==> config.mk <==
export PLATFORM = sky130hd
export DESIGN_NAME = multi_channel_oscillator_bank_top
export DESIGN_NICKNAME = d
export VERILOG_FILES = /design/src/rtl/mcob_pkg.sv /design/src/rtl/mcob_mac.sv /design/src/rtl/multi_channel_oscillator_bank_top.sv
export SDC_FILE = /design/constraint.sdc
export NUM_CORES = 2
export LEC_CHECK = 0
export ABC_AREA = 0
export BUFFER_PORTS_ARGS = -buffer_cell sky130_fd_sc_hd__buf_2
export CORE_UTILIZATION = 45
export CTS_BUF_LIST = sky130_fd_sc_hd__clkbuf_8
export DETAILED_ROUTE_END_ITERATION = 16
export SYNTH_ARGS = -nofsm -noshare
export SYNTH_HDL_FRONTEND = slang
export SYNTH_SLANG_ARGS = --single-unit
==> constraint.sdc <==
create_clock -name clk -period 10.8 [get_ports clk]
set_input_delay 0.54 -clock clk [delete_from_list [all_inputs] [get_ports clk]]
set_output_delay 0.54 -clock clk [all_outputs]
set_load 0.02 [all_outputs]
==> src/rtl/mcob_pkg.sv <==
// Shared types and constants for the multi-channel oscillator bank.
// Used by mcob_mac and multi_channel_oscillator_bank_top; no dependencies.
`timescale 1ns / 1ps

package mcob_pkg;

    localparam int NUM_CHANNELS = 8;
    localparam int CH_W         = (NUM_CHANNELS > 1) ? $clog2(NUM_CHANNELS) : 1;

    localparam int DATA_W = 16;
    localparam int PROD_W = 2 * DATA_W;
    localparam int ACC_W  = PROD_W + 1;
    localparam int FRAC_W = 14;

    localparam logic signed [DATA_W-1:0] ONE_Q14     = 16'sh4000;
    localparam logic signed [DATA_W-1:0] NEG_ONE_Q14 = -16'sh4000;
    localparam logic signed [DATA_W-1:0] MAX_Q14     = 16'sh7FFF;
    localparam logic [DATA_W-1:0]        HALF_TURN   = 16'h8000;

    localparam int CD_W = 14;

    // Waveform codes
    localparam logic [1:0] WAVE_SQUARE   = 2'd0;
    localparam logic [1:0] WAVE_SINE     = 2'd1;
    localparam logic [1:0] WAVE_SAW      = 2'd2;
    localparam logic [1:0] WAVE_TRIANGLE = 2'd3;

    // Opcodes
    localparam logic OP_TICK = 1'b0;
    localparam logic OP_LOAD = 1'b1;

    // Configuration register indexes
    localparam logic [1:0] REG_PWM_WRAP     = 2'd0;
    localparam logic [1:0] REG_PWM_CENTER   = 2'd1;
    localparam logic [1:0] REG_OUTPUT_SHIFT = 2'd2;

    typedef enum logic [1:0] {
        ACC_HOLD,
        ACC_LOAD,
        ACC_ADD,
        ACC_SUB
    } acc_op_t;

    typedef struct packed {
        logic    mul_en;
        acc_op_t op;
    } mac_ctrl_t;

endpackage

==> src/rtl/mcob_mac.sv <==
// Shared signed 16x16 multiplier with a registered product and an accumulator.
// Depends on mcob_pkg for widths and the control struct.
`timescale 1ns / 1ps

module mcob_mac
(
    input  logic                                  clk,
    input  logic                                  rst_n,
    input  mcob_pkg::mac_ctrl_t                   ctrl,
    input  logic signed [mcob_pkg::DATA_W-1:0]    op_a,
    input  logic signed [mcob_pkg::DATA_W-1:0]    op_b,
    output logic signed [mcob_pkg::ACC_W-1:0]     acc
);

    logic signed [mcob_pkg::PROD_W-1:0] prod_reg;
    logic signed [mcob_pkg::ACC_W-1:0]  acc_reg;
    logic signed [mcob_pkg::ACC_W-1:0]  prod_ext;

    assign prod_ext = {prod_reg[mcob_pkg::PROD_W-1], prod_reg};
    assign acc      = acc_reg;

    always_ff @(posedge clk or negedge rst_n)
    begin
        if (!rst_n)
        begin
            prod_reg <= '0;
            acc_reg  <= '0;
        end
        else
        begin
            if (ctrl.mul_en)
            begin
                prod_reg <= op_a * op_b;
            end
            unique case (ctrl.op)
                mcob_pkg::ACC_HOLD: acc_reg <= acc_reg;
                mcob_pkg::ACC_LOAD: acc_reg <= prod_ext;
                mcob_pkg::ACC_ADD:  acc_reg <= acc_reg + prod_ext;
                mcob_pkg::ACC_SUB:  acc_reg <= acc_reg - prod_ext;
                default:            acc_reg <= acc_reg;
            endcase
        end
    end

endmodule

==> src/rtl/multi_channel_oscillator_bank_top.sv <==
// Channel         Handshake            Payload
// s (input)       s_tvalid/s_tready    s_tuser: opcode; s_tdata: channel load fields
// m (result)      m_tvalid/m_tready    m_tdata: pwm_level, sample
// cfg (registers) cfg_valid/cfg_ready  cfg_index, cfg_data
//
// A load transaction writes one channel and the block stays idle. A tick walks the
// channels through one shared multiplier: rotating channels through the multiply
// phases, ramp channels through a move and a wrap step, then the output step posts
// the result; a renormalizing tick then normalizes rotating channels in ST_NORM. The
// result sits in an output register, so a stalled m side holds the block only when a
// second result is ready. Async reset returns all channels to a zeroed sine state.
`timescale 1ns / 1ps

module multi_channel_oscillator_bank_top
(
    input  logic        clk,
    input  logic        rst_n,
    input  logic        s_tvalid,
    output logic        s_tready,
    input  logic [71:0] s_tdata,   // channel[2:0], waveform[4:3], init_real[20:5],
                                   // init_imag[36:21], step_real[52:37], step_imag[68:53]
    input  logic        s_tuser,   // opcode
    output logic        m_tvalid,
    input  logic        m_tready,
    output logic [31:0] m_tdata,   // pwm_level[15:0], sample[31:16]
    input  logic        cfg_valid,
    output logic        cfg_ready,
    input  logic [1:0]  cfg_index,
    input  logic [15:0] cfg_data
);

    typedef enum logic [1:0] {
        ST_IDLE,
        ST_ADV,
        ST_OUT,
        ST_NORM
    } state_t;

    localparam int DW = mcob_pkg::DATA_W;
    localparam int FW = mcob_pkg::FRAC_W;
    localparam int CW = mcob_pkg::CH_W;

    state_t state_reg;
    logic [2:0]            ph_reg;
    logic [CW-1:0]         k_reg;
    logic signed [DW-1:0]  nr_reg;
    logic signed [DW-1:0]  gain_reg;
    logic [mcob_pkg::CD_W-1:0] cd_reg;
    logic [15:0]           pwm_wrap_reg;
    logic [15:0]           pwm_center_reg;
    logic [3:0]            shift_reg;
    logic                  m_tvalid_reg;
    logic [31:0]           m_tdata_reg;

    logic signed [DW-1:0] chan_real_reg      [mcob_pkg::NUM_CHANNELS];
    logic signed [DW-1:0] chan_imag_reg      [mcob_pkg::NUM_CHANNELS];
    logic signed [DW-1:0] chan_step_real_reg [mcob_pkg::NUM_CHANNELS];
    logic signed [DW-1:0] chan_step_imag_reg [mcob_pkg::NUM_CHANNELS];
    logic [1:0]           chan_wave_reg      [mcob_pkg::NUM_CHANNELS];

    // Input field unpacking
    logic [2:0]           in_channel;
    logic [1:0]           in_wave;
    logic signed [DW-1:0] in_init_real;
    logic signed [DW-1:0] in_init_imag;
    logic signed [DW-1:0] in_step_real;
    logic signed [DW-1:0] in_step_imag;

    assign in_channel   = s_tdata[2:0];
    assign in_wave      = s_tdata[4:3];
    assign in_init_real = s_tdata[20:5];
    assign in_init_imag = s_tdata[36:21];
    assign in_step_real = s_tdata[52:37];
    assign in_step_imag = s_tdata[68:53];

    logic s_fire;
    assign s_tready  = (state_reg == ST_IDLE);
    assign s_fire    = s_tvalid && s_tready;
    assign cfg_ready = 1'b1;
    assign m_tvalid  = m_tvalid_reg;
    assign m_tdata   = m_tdata_reg;

    // Current channel operands
    logic signed [DW-1:0] cur_r, cur_i, cur_cr, cur_ci;
    logic [1:0]           cur_wave;
    logic                 cur_rot;
    logic                 last_ch;

    assign cur_r    = chan_real_reg[k_reg];
    assign cur_i    = chan_imag_reg[k_reg];
    assign cur_cr   = chan_step_real_reg[k_reg];
    assign cur_ci   = chan_step_imag_reg[k_reg];
    assign cur_wave = chan_wave_reg[k_reg];
    assign cur_rot  = !cur_wave[1];
    assign last_ch  = (k_reg == CW'(mcob_pkg::NUM_CHANNELS - 1));

    // Shared multiplier schedule
    mcob_pkg::mac_ctrl_t  mac_ctrl;
    logic signed [DW-1:0] mac_a, mac_b;
    logic signed [mcob_pkg::ACC_W-1:0] mac_acc;
    logic signed [DW-1:0] acc_q14;

    assign acc_q14 = mac_acc[FW+DW-1:FW];

    always_comb
    begin
        mac_ctrl.mul_en = 1'b0;
        mac_ctrl.op     = mcob_pkg::ACC_HOLD;
        mac_a           = cur_r;
        mac_b           = cur_cr;
        if (state_reg == ST_ADV && cur_rot)
        begin
            unique case (ph_reg)
                3'd0:
                begin
                    mac_ctrl.mul_en = 1'b1;
                end
                3'd1:
                begin
                    mac_ctrl.mul_en = 1'b1;
                    mac_ctrl.op     = mcob_pkg::ACC_LOAD;
                    mac_a           = cur_i;
                    mac_b           = cur_ci;
                end
                3'd2:
                begin
                    mac_ctrl.mul_en = 1'b1;
                    mac_ctrl.op     = mcob_pkg::ACC_SUB;
                    mac_a           = cur_i;
                    mac_b           = cur_cr;
                end
                3'd3:
                begin
                    mac_ctrl.mul_en = 1'b1;
                    mac_ctrl.op     = mcob_pkg::ACC_LOAD;
                    mac_a           = cur_r;
                    mac_b           = cur_ci;
                end
                3'd4:
                begin
                    mac_ctrl.op = mcob_pkg::ACC_ADD;
                end
                default:
                begin
                    mac_ctrl.op = mcob_pkg::ACC_HOLD;
                end
            endcase
        end
        else if (state_reg == ST_NORM)
        begin
            unique case (ph_reg)
                3'd0:
                begin
                    mac_ctrl.mul_en = 1'b1;
                    mac_a           = cur_r;
                    mac_b           = cur_r;
                end
                3'd1:
                begin
                    mac_ctrl.mul_en = 1'b1;
                    mac_ctrl.op     = mcob_pkg::ACC_LOAD;
                    mac_a           = cur_i;
                    mac_b           = cur_i;
                end
                3'd2:
                begin
                    mac_ctrl.op = mcob_pkg::ACC_ADD;
                end
                3'd4:
                begin
                    mac_ctrl.mul_en = 1'b1;
                    mac_a           = cur_r;
                    mac_b           = gain_reg;
                end
                3'd5:
                begin
                    mac_ctrl.mul_en = 1'b1;
                    mac_ctrl.op     = mcob_pkg::ACC_LOAD;
                    mac_a           = cur_i;
                    mac_b           = gain_reg;
                end
                3'd6:
                begin
                    mac_ctrl.op = mcob_pkg::ACC_LOAD;
                end
                default:
                begin
                    mac_ctrl.op = mcob_pkg::ACC_HOLD;
                end
            endcase
        end
    end

    mcob_mac u_mac
    (
        .clk   (clk),
        .rst_n (rst_n),
        .ctrl  (mac_ctrl),
        .op_a  (mac_a),
        .op_b  (mac_b),
        .acc   (mac_acc)
    );

    // Ramp step: phase 0 moves the position, phase 1 wraps or reflects it.
    logic                 ramp_down;
    logic                 ramp_hit;
    logic signed [DW-1:0] ramp_pos;
    logic signed [DW-1:0] ramp_fixed;

    assign ramp_down = cur_ci[DW-1];
    assign ramp_pos  = ramp_down ? (cur_r - cur_cr) : (cur_r + cur_cr);
    assign ramp_hit  = ramp_down ? (nr_reg <= mcob_pkg::NEG_ONE_Q14)
                                 : (nr_reg >= mcob_pkg::ONE_Q14);

    always_comb
    begin
        ramp_fixed = nr_reg;
        if (ramp_hit)
        begin
            // Both reflections and both wraps reduce to a half-turn offset mod 2^16.
            if (cur_wave == mcob_pkg::WAVE_TRIANGLE)
            begin
                ramp_fixed = mcob_pkg::HALF_TURN - nr_reg;
            end
            else
            begin
                ramp_fixed = nr_reg + mcob_pkg::HALF_TURN;
            end
        end
    end

    // PWM level from channel 0
    logic signed [DW-1:0] r0;
    logic [15:0]          mag;
    logic [15:0]          mag_sh;
    logic [17:0]          lvl_sum;
    logic [15:0]          level;

    assign r0      = chan_real_reg[0];
    assign mag     = r0[DW-1] ? (~r0 + 16'd1) : r0;
    assign mag_sh  = mag >> shift_reg;
    assign lvl_sum = r0[DW-1] ? ({2'b00, pwm_center_reg} - {2'b00, mag_sh})
                              : ({2'b00, pwm_center_reg} + {2'b00, mag_sh});

    always_comb
    begin
        if (chan_wave_reg[0] == mcob_pkg::WAVE_SQUARE)
        begin
            if (r0[DW-1])
            begin
                level = 16'd0;
            end
            else if (pwm_wrap_reg == 16'hFFFF)
            begin
                level = 16'hFFFF;
            end
            else
            begin
                level = pwm_wrap_reg + 16'd1;
            end
        end
        else if (lvl_sum[17])
        begin
            level = 16'd0;
        end
        else if (lvl_sum[16])
        begin
            level = 16'hFFFF;
        end
        else
        begin
            level = lvl_sum[15:0];
        end
    end

    // Renormalization countdown
    logic [mcob_pkg::CD_W-1:0] cd_dec;
    logic [3:0]                cd_exp;
    logic [mcob_pkg::CD_W-1:0] cd_reload;

    assign cd_dec = cd_reg - 1'b1;

    always_comb
    begin
        if (shift_reg == 4'd0)
        begin
            cd_exp = 4'd0;
        end
        else if (shift_reg > 4'd14)
        begin
            cd_exp = 4'd13;
        end
        else
        begin
            cd_exp = shift_reg - 4'd1;
        end
    end

    assign cd_reload = mcob_pkg::CD_W'(1) << cd_exp;

    always_ff @(posedge clk or negedge rst_n)
    begin
        if (!rst_n)
        begin
            state_reg      <= ST_IDLE;
            ph_reg         <= '0;
            k_reg          <= '0;
            nr_reg         <= '0;
            gain_reg       <= '0;
            cd_reg         <= mcob_pkg::CD_W'(1);
            pwm_wrap_reg   <= 16'd255;
            pwm_center_reg <= 16'd128;
            shift_reg      <= 4'd7;
            m_tvalid_reg   <= 1'b0;
            m_tdata_reg    <= '0;
            for (int c = 0; c < mcob_pkg::NUM_CHANNELS; c++)
            begin
                chan_real_reg[c]      <= '0;
                chan_imag_reg[c]      <= '0;
                chan_step_real_reg[c] <= '0;
                chan_step_imag_reg[c] <= '0;
                chan_wave_reg[c]      <= mcob_pkg::WAVE_SINE;
            end
        end
        else
        begin
            if (cfg_valid && cfg_ready)
            begin
                unique case (cfg_index)
                    mcob_pkg::REG_PWM_WRAP:     pwm_wrap_reg   <= cfg_data;
                    mcob_pkg::REG_PWM_CENTER:   pwm_center_reg <= cfg_data;
                    mcob_pkg::REG_OUTPUT_SHIFT: shift_reg      <= cfg_data[3:0];
                    default:                    ;
                endcase
            end

            // The output step decides the valid flag itself.
            if (m_tvalid_reg && m_tready && state_reg != ST_OUT)
            begin
                m_tvalid_reg <= 1'b0;
            end

            unique case (state_reg)
                ST_IDLE:
                begin
                    if (s_fire)
                    begin
                        if (s_tuser == mcob_pkg::OP_LOAD)
                        begin
                            if (32'(in_channel) < mcob_pkg::NUM_CHANNELS)
                            begin
                                chan_wave_reg[CW'(in_channel)]      <= in_wave;
                                chan_real_reg[CW'(in_channel)]      <= in_init_real;
                                chan_imag_reg[CW'(in_channel)]      <= in_init_imag;
                                chan_step_real_reg[CW'(in_channel)] <= in_step_real;
                                chan_step_imag_reg[CW'(in_channel)] <= in_step_imag;
                            end
                        end
                        else
                        begin
                            state_reg <= ST_ADV;
                            ph_reg    <= '0;
                            k_reg     <= '0;
                        end
                    end
                end

                ST_ADV:
                begin
                    if (cur_rot)
                    begin
                        if (ph_reg == 3'd3)
                        begin
                            nr_reg <= acc_q14;
                        end
                        if (ph_reg == 3'd5)
                        begin
                            chan_real_reg[k_reg] <= nr_reg;
                            chan_imag_reg[k_reg] <= acc_q14;
                            ph_reg               <= '0;
                            k_reg                <= last_ch ? '0 : k_reg + 1'b1;
                            if (last_ch)
                            begin
                                state_reg <= ST_OUT;
                            end
                        end
                        else
                        begin
                            ph_reg <= ph_reg + 3'd1;
                        end
                    end
                    else if (ph_reg == 3'd0)
                    begin
                        nr_reg <= ramp_pos;
                        ph_reg <= 3'd1;
                    end
                    else
                    begin
                        chan_real_reg[k_reg] <= ramp_fixed;
                        if (ramp_hit && cur_wave == mcob_pkg::WAVE_TRIANGLE)
                        begin
                            chan_step_imag_reg[k_reg] <= ramp_down ? mcob_pkg::ONE_Q14
                                                                   : mcob_pkg::NEG_ONE_Q14;
                        end
                        ph_reg <= '0;
                        k_reg  <= last_ch ? '0 : k_reg + 1'b1;
                        if (last_ch)
                        begin
                            state_reg <= ST_OUT;
                        end
                    end
                end

                ST_OUT:
                begin
                    // Wait only if the previous result has not been taken yet.
                    if (!m_tvalid_reg || m_tready)
                    begin
                        m_tvalid_reg <= 1'b1;
                        m_tdata_reg  <= {r0, level};
                        if (cd_dec == '0)
                        begin
                            cd_reg    <= cd_reload;
                            state_reg <= ST_NORM;
                        end
                        else
                        begin
                            cd_reg    <= cd_dec;
                            state_reg <= ST_IDLE;
                        end
                    end
                end

                ST_NORM:
                begin
                    if (ph_reg == 3'd0 && !cur_rot)
                    begin
                        k_reg <= last_ch ? '0 : k_reg + 1'b1;
                        if (last_ch)
                        begin
                            state_reg <= ST_IDLE;
                        end
                    end
                    else if (ph_reg == 3'd7)
                    begin
                        chan_real_reg[k_reg] <= nr_reg;
                        chan_imag_reg[k_reg] <= acc_q14;
                        ph_reg               <= '0;
                        k_reg                <= last_ch ? '0 : k_reg + 1'b1;
                        if (last_ch)
                        begin
                            state_reg <= ST_IDLE;
                        end
                    end
                    else
                    begin
                        if (ph_reg == 3'd3)
                        begin
                            // Low 16 bits of the gain depend only on bits 29:14 of the sum.
                            gain_reg <= mcob_pkg::MAX_Q14 - acc_q14;
                        end
                        if (ph_reg == 3'd6)
                        begin
                            nr_reg <= acc_q14;
                        end
                        ph_reg <= ph_reg + 3'd1;
                    end
                end

                default:
                begin
                    state_reg <= ST_IDLE;
                end
            endcase
        end
    end

    a_tick_starts_walk : assert property (@(posedge clk) disable iff (!rst_n)
        s_fire && s_tuser == mcob_pkg::OP_TICK |=> state_reg == ST_ADV)
        else $error("tick transaction did not start the channel walk");

    a_load_stays_idle : assert property (@(posedge clk) disable iff (!rst_n)
        s_fire && s_tuser == mcob_pkg::OP_LOAD |=> state_reg == ST_IDLE)
        else $error("load transaction left the idle state");

    a_countdown_live : assert property (@(posedge clk) disable iff (!rst_n)
        state_reg == ST_IDLE |-> cd_reg != '0)
        else $error("renormalization countdown is zero while idle");

    a_result_from_out : assert property (@(posedge clk) disable iff (!rst_n)
        $rose(m_tvalid_reg) |-> $past(state_reg == ST_OUT))
        else $error("result appeared outside the output step");

    a_phase_idle : assert property (@(posedge clk) disable iff (!rst_n)
        state_reg == ST_IDLE |-> ph_reg == '0 && k_reg == '0)
        else $error("sequencer counters not cleared at idle");

endmodule
==> metrics.csv <==
stage;metric;value;unit
cts;htree_levels;4;
cts;cts_resized;0;
cts;clock_sinks;711;
cts;clk_pin_slew;0.06;ns
synth;syn_nets;6267;
synth;synth_area_leaders;dfrtp_1 33%, fa_1 9.7%, nand2_1 6.1%, a21oi_1 4.2%, ha_1 4.1%;
worst_setup_path;worstPathRequired;11.51;ns
power_and_ir_drop;irDropWorstVdd;0.115;mV
synth;netlist_area;51900;um2
drt;drtPass1Iterations;7;
power_and_ir_drop;p_leak;26.0;nW
timing;slew_viol_final;0;
worst_setup_path;cp_slowest_stage_delay;0.95;ns
synth;synth_edf_count;0;
floorplanning;core;114000;um2
global_route;grt_overflow_total;0;
synth;yosysUniqueCellTypes;95;
synth;async_flop_share;100;%
global_route;grt_pass1_vias;46336;
worst_setup_path;critPathLaunchType;flop;
floorplanning;initial_core_util;45.4;%
global_route;antenna_found_initial;6;
drt;routed_wl;192;mm
cells_and_area;layout-drive-gt1-share;14.0;%
global_route;grt_max_degree;171;
timing;hold_viol;0;
placed_design;io_buffers;126;
drt;num_vias;46975;
timing;tns;0;ns
timing;finClkSkew;0.0564;ns
worst_setup_path;critPathSlowestCell;a221oi_2;
timing;setup_viol;0;
timing;min_period;9.74;ns
floorplanning;fp-row-count;124;
worst_setup_path;worstSetupPathType;flop to flop;
cells_and_area;nNetsFinal;6378;
timing;fmax;0.103;GHz
global_route;grt.total_usage;32.8;%
cts;clock_latency;0.88;ns
timing;grt_setup_unrepaired;no;
drt;routedWlPerCell;25.6;um
cells_and_area;multi_input_area;31200;um2
synth;netlist_instances;5747;
cells_and_area;nFillCells;10658;
worst_setup_path;critPathMostFrequentCell;fa_1;
synth;seq_area_frac_synth;34.3;%
floorplanning;io_pins;131;
status;status;finished clean;
power_and_ir_drop;power;6.21;mW
synth;yosysTopAreaCell;dfrtp_1;
hold_path;hold_path.class;input pin to flop;
cells_and_area;layout.area.seq;17800;um2
floorplanning;die_h;342;um
synth;post-synth-top-count-cell;nand2_1;
worst_setup_path;cp_max_fo;40;
drt;drcViolationCount;0;
placed_design;finalWeightedCongestion;0.997;
floorplanning;die_area;117000;um2
power_and_ir_drop;p_per_area;107;nW/um2
cts;cts_tree;done;
synth;synth_flop_cell;dfrtp_1;
drt;via_per_inst;6.28;
placed_design;hpwlAfterDp;131;mm
synth;synth_commonest_cells;850 x nand2_1, 690 x dfrtp_1, 438 x a21oi_1, 366 x inv_1, 330 x nor2_1;
synth;synth_top_area_share;33.3;%
synth;postSynthAreaPerCell;9.03;um2
drt;drt_iter0_drc;5176;
timing;timing.slew.headroom;20.7;%
worst_setup_path;crit_path_end_kind;flop;
job;drv_cap;0;
global_route;grt_pass1_wl;291;mm
worst_setup_path;cp_data_arrival_time;10.45;ns
cells_and_area;area_growth;11.6;%
drt;antenna_left;0;
floorplanning;die_w;342;um
cts;clockBufferDepth;3;
synth;ys_warn_count;0;
cts;cts_buffers;134;
timing;worst_slew_pin_slew;1.19;ns
timing;period_share;90.2;%
cts;cts-root-buf;clkbuf_8;
synth;synth_seq_cells;711;
==> routing by layer <==
| layer | vias up | GRT usage, % | share of wire (%) |
|---|---|---|---|
| met1 | 23262 | 44.0 | 41 |
| met3 | 600 | 8.81 | 11 |
| li1 | 20522 | - | - |
| met2 | 2585 | 49.3 | 43 |
| met5 | - | 0 | 0.024 |
| met4 | 6 | 14.9 | 5.0 |
==> cell usage in the layout, fill, tap and decap left out, types with 26 or more instances in the layout <==
cell,count
a211oi_1,26
a21o_1,36
a21oi_1,438
a221oi_1,47
a22o_1,211
a22oi_1,66
a31oi_1,40
and2_1,30
buf_2,125
buf_4,194
clkbuf_8,164
dfrtp_1,686
dlygate4sd3_1,62
fa_1,252
ha_1,172
inv_1,414
mux2_2,173
mux2i_1,99
nand2_1,846
nand2b_1,66
nand3_1,45
nor2_1,308
nor2b_1,95
nor3_1,44
o21a_1,140
o21ai_0,315
o221ai_1,135
o22ai_1,70
or3_1,31
xnor2_1,92
xor2_1,75
==> layout make-up <==
| type | instances | share of cell area [%] |
|---|---|---|
| diodes | 3 | 0.0130 |
| clock buffers | 164 | 3.90 |
| inverters | 371 | 2.40 |
| clock inverters | 75 | 0.870 |
| well taps | 1512 | 3.26 |
| repair buffers | 388 | 4.90 |
| multi-input cells | 4252 | 53.9 |
| flip-flops and latches | 711 | 30.8 |
==> kinds of logic (layout without fill, tap and decap cells) <==
family          count (synthesis)  after routing  share of synthesized area [%]
other cells                     1              4                        0.00722
fa+ha+maj                     424            424                           13.9
flops                         711            711                           34.3
xor+xnor                      169            169                           2.88
mux                           289            289                           6.40
buf+inv                       784            998                           5.97
simple gates                 1634           1634                           14.0
compound gates               1735           1735                           22.5
==> per-stage QoR <==
stage | utilization [%] | setup slack [ns] | hold WS [ns] | cell area, um2 | cells
3_5_place_dp | 47.7 | 1.24 | 0.450 | 54600 | 7172
2_1_floorplan | - | 2.50 | 0.244 | 51900 | 5747
3_3_place_gp | 47.7 | 1.29 | 0.444 | 54600 | 7172
6_report | 50.7 | 1.06 | 0.0467 | 57900 | 7476
5_1_grt | 50.7 | 0.562 | 0.0548 | 57900 | 7475
4_1_cts | 50.7 | 1.19 | 0.00939 | 57900 | 7473
==> critical path, delay by kind of cell (launching register included) <==
| family | cells | cell delay [ns] |
|---|---|---|
| AOI/OAI and AO/OA | 10 | 2.89 |
| and+or+nand+nor | 5 | 0.73 |
| xor gates and xnor gates | 1 | 0.16 |
| buffers and inverters | 5 | 1.22 |
| adders and majority gates | 7 | 3.67 |
| DFF | 1 | 0.87 |
==> report_power, final <==
group          internal, mW  switching (mW)  leakage (nW)
logic                 0.226           0.358          14.8
clock network          1.50            1.30          1.61
registers              2.75          0.0787          9.58
==> what timing repair did <==
action,CTS,global route
hold buffers,62,0
setup endpoints to repair,0,0
endpoints found under the hold margin,316,0
setup buffers,0,0
==> path summary, 6_finish.rpt <==
path / cells past startpoint / end / from / slack [ns]
setup / recovery: 28 / u_mac.prod_reg[29] / k_reg[1] / 1.06
hold / removal: 4 / chan_real_reg[57] / s_tdata[14] / 0.05
setup reg to reg: 28 / u_mac.prod_reg[29] / k_reg[1] / 1.06
hold reg to reg: 2 / m_tdata[7] / m_tdata[7] / 0.46
max in group asynchronous: 4 / chan_step_imag_reg[40] / rst_n / 7.95
min in group asynchronous: 2 / chan_step_real_reg[54] / rst_n / 0.36
(Power assumes the default switching activity.)
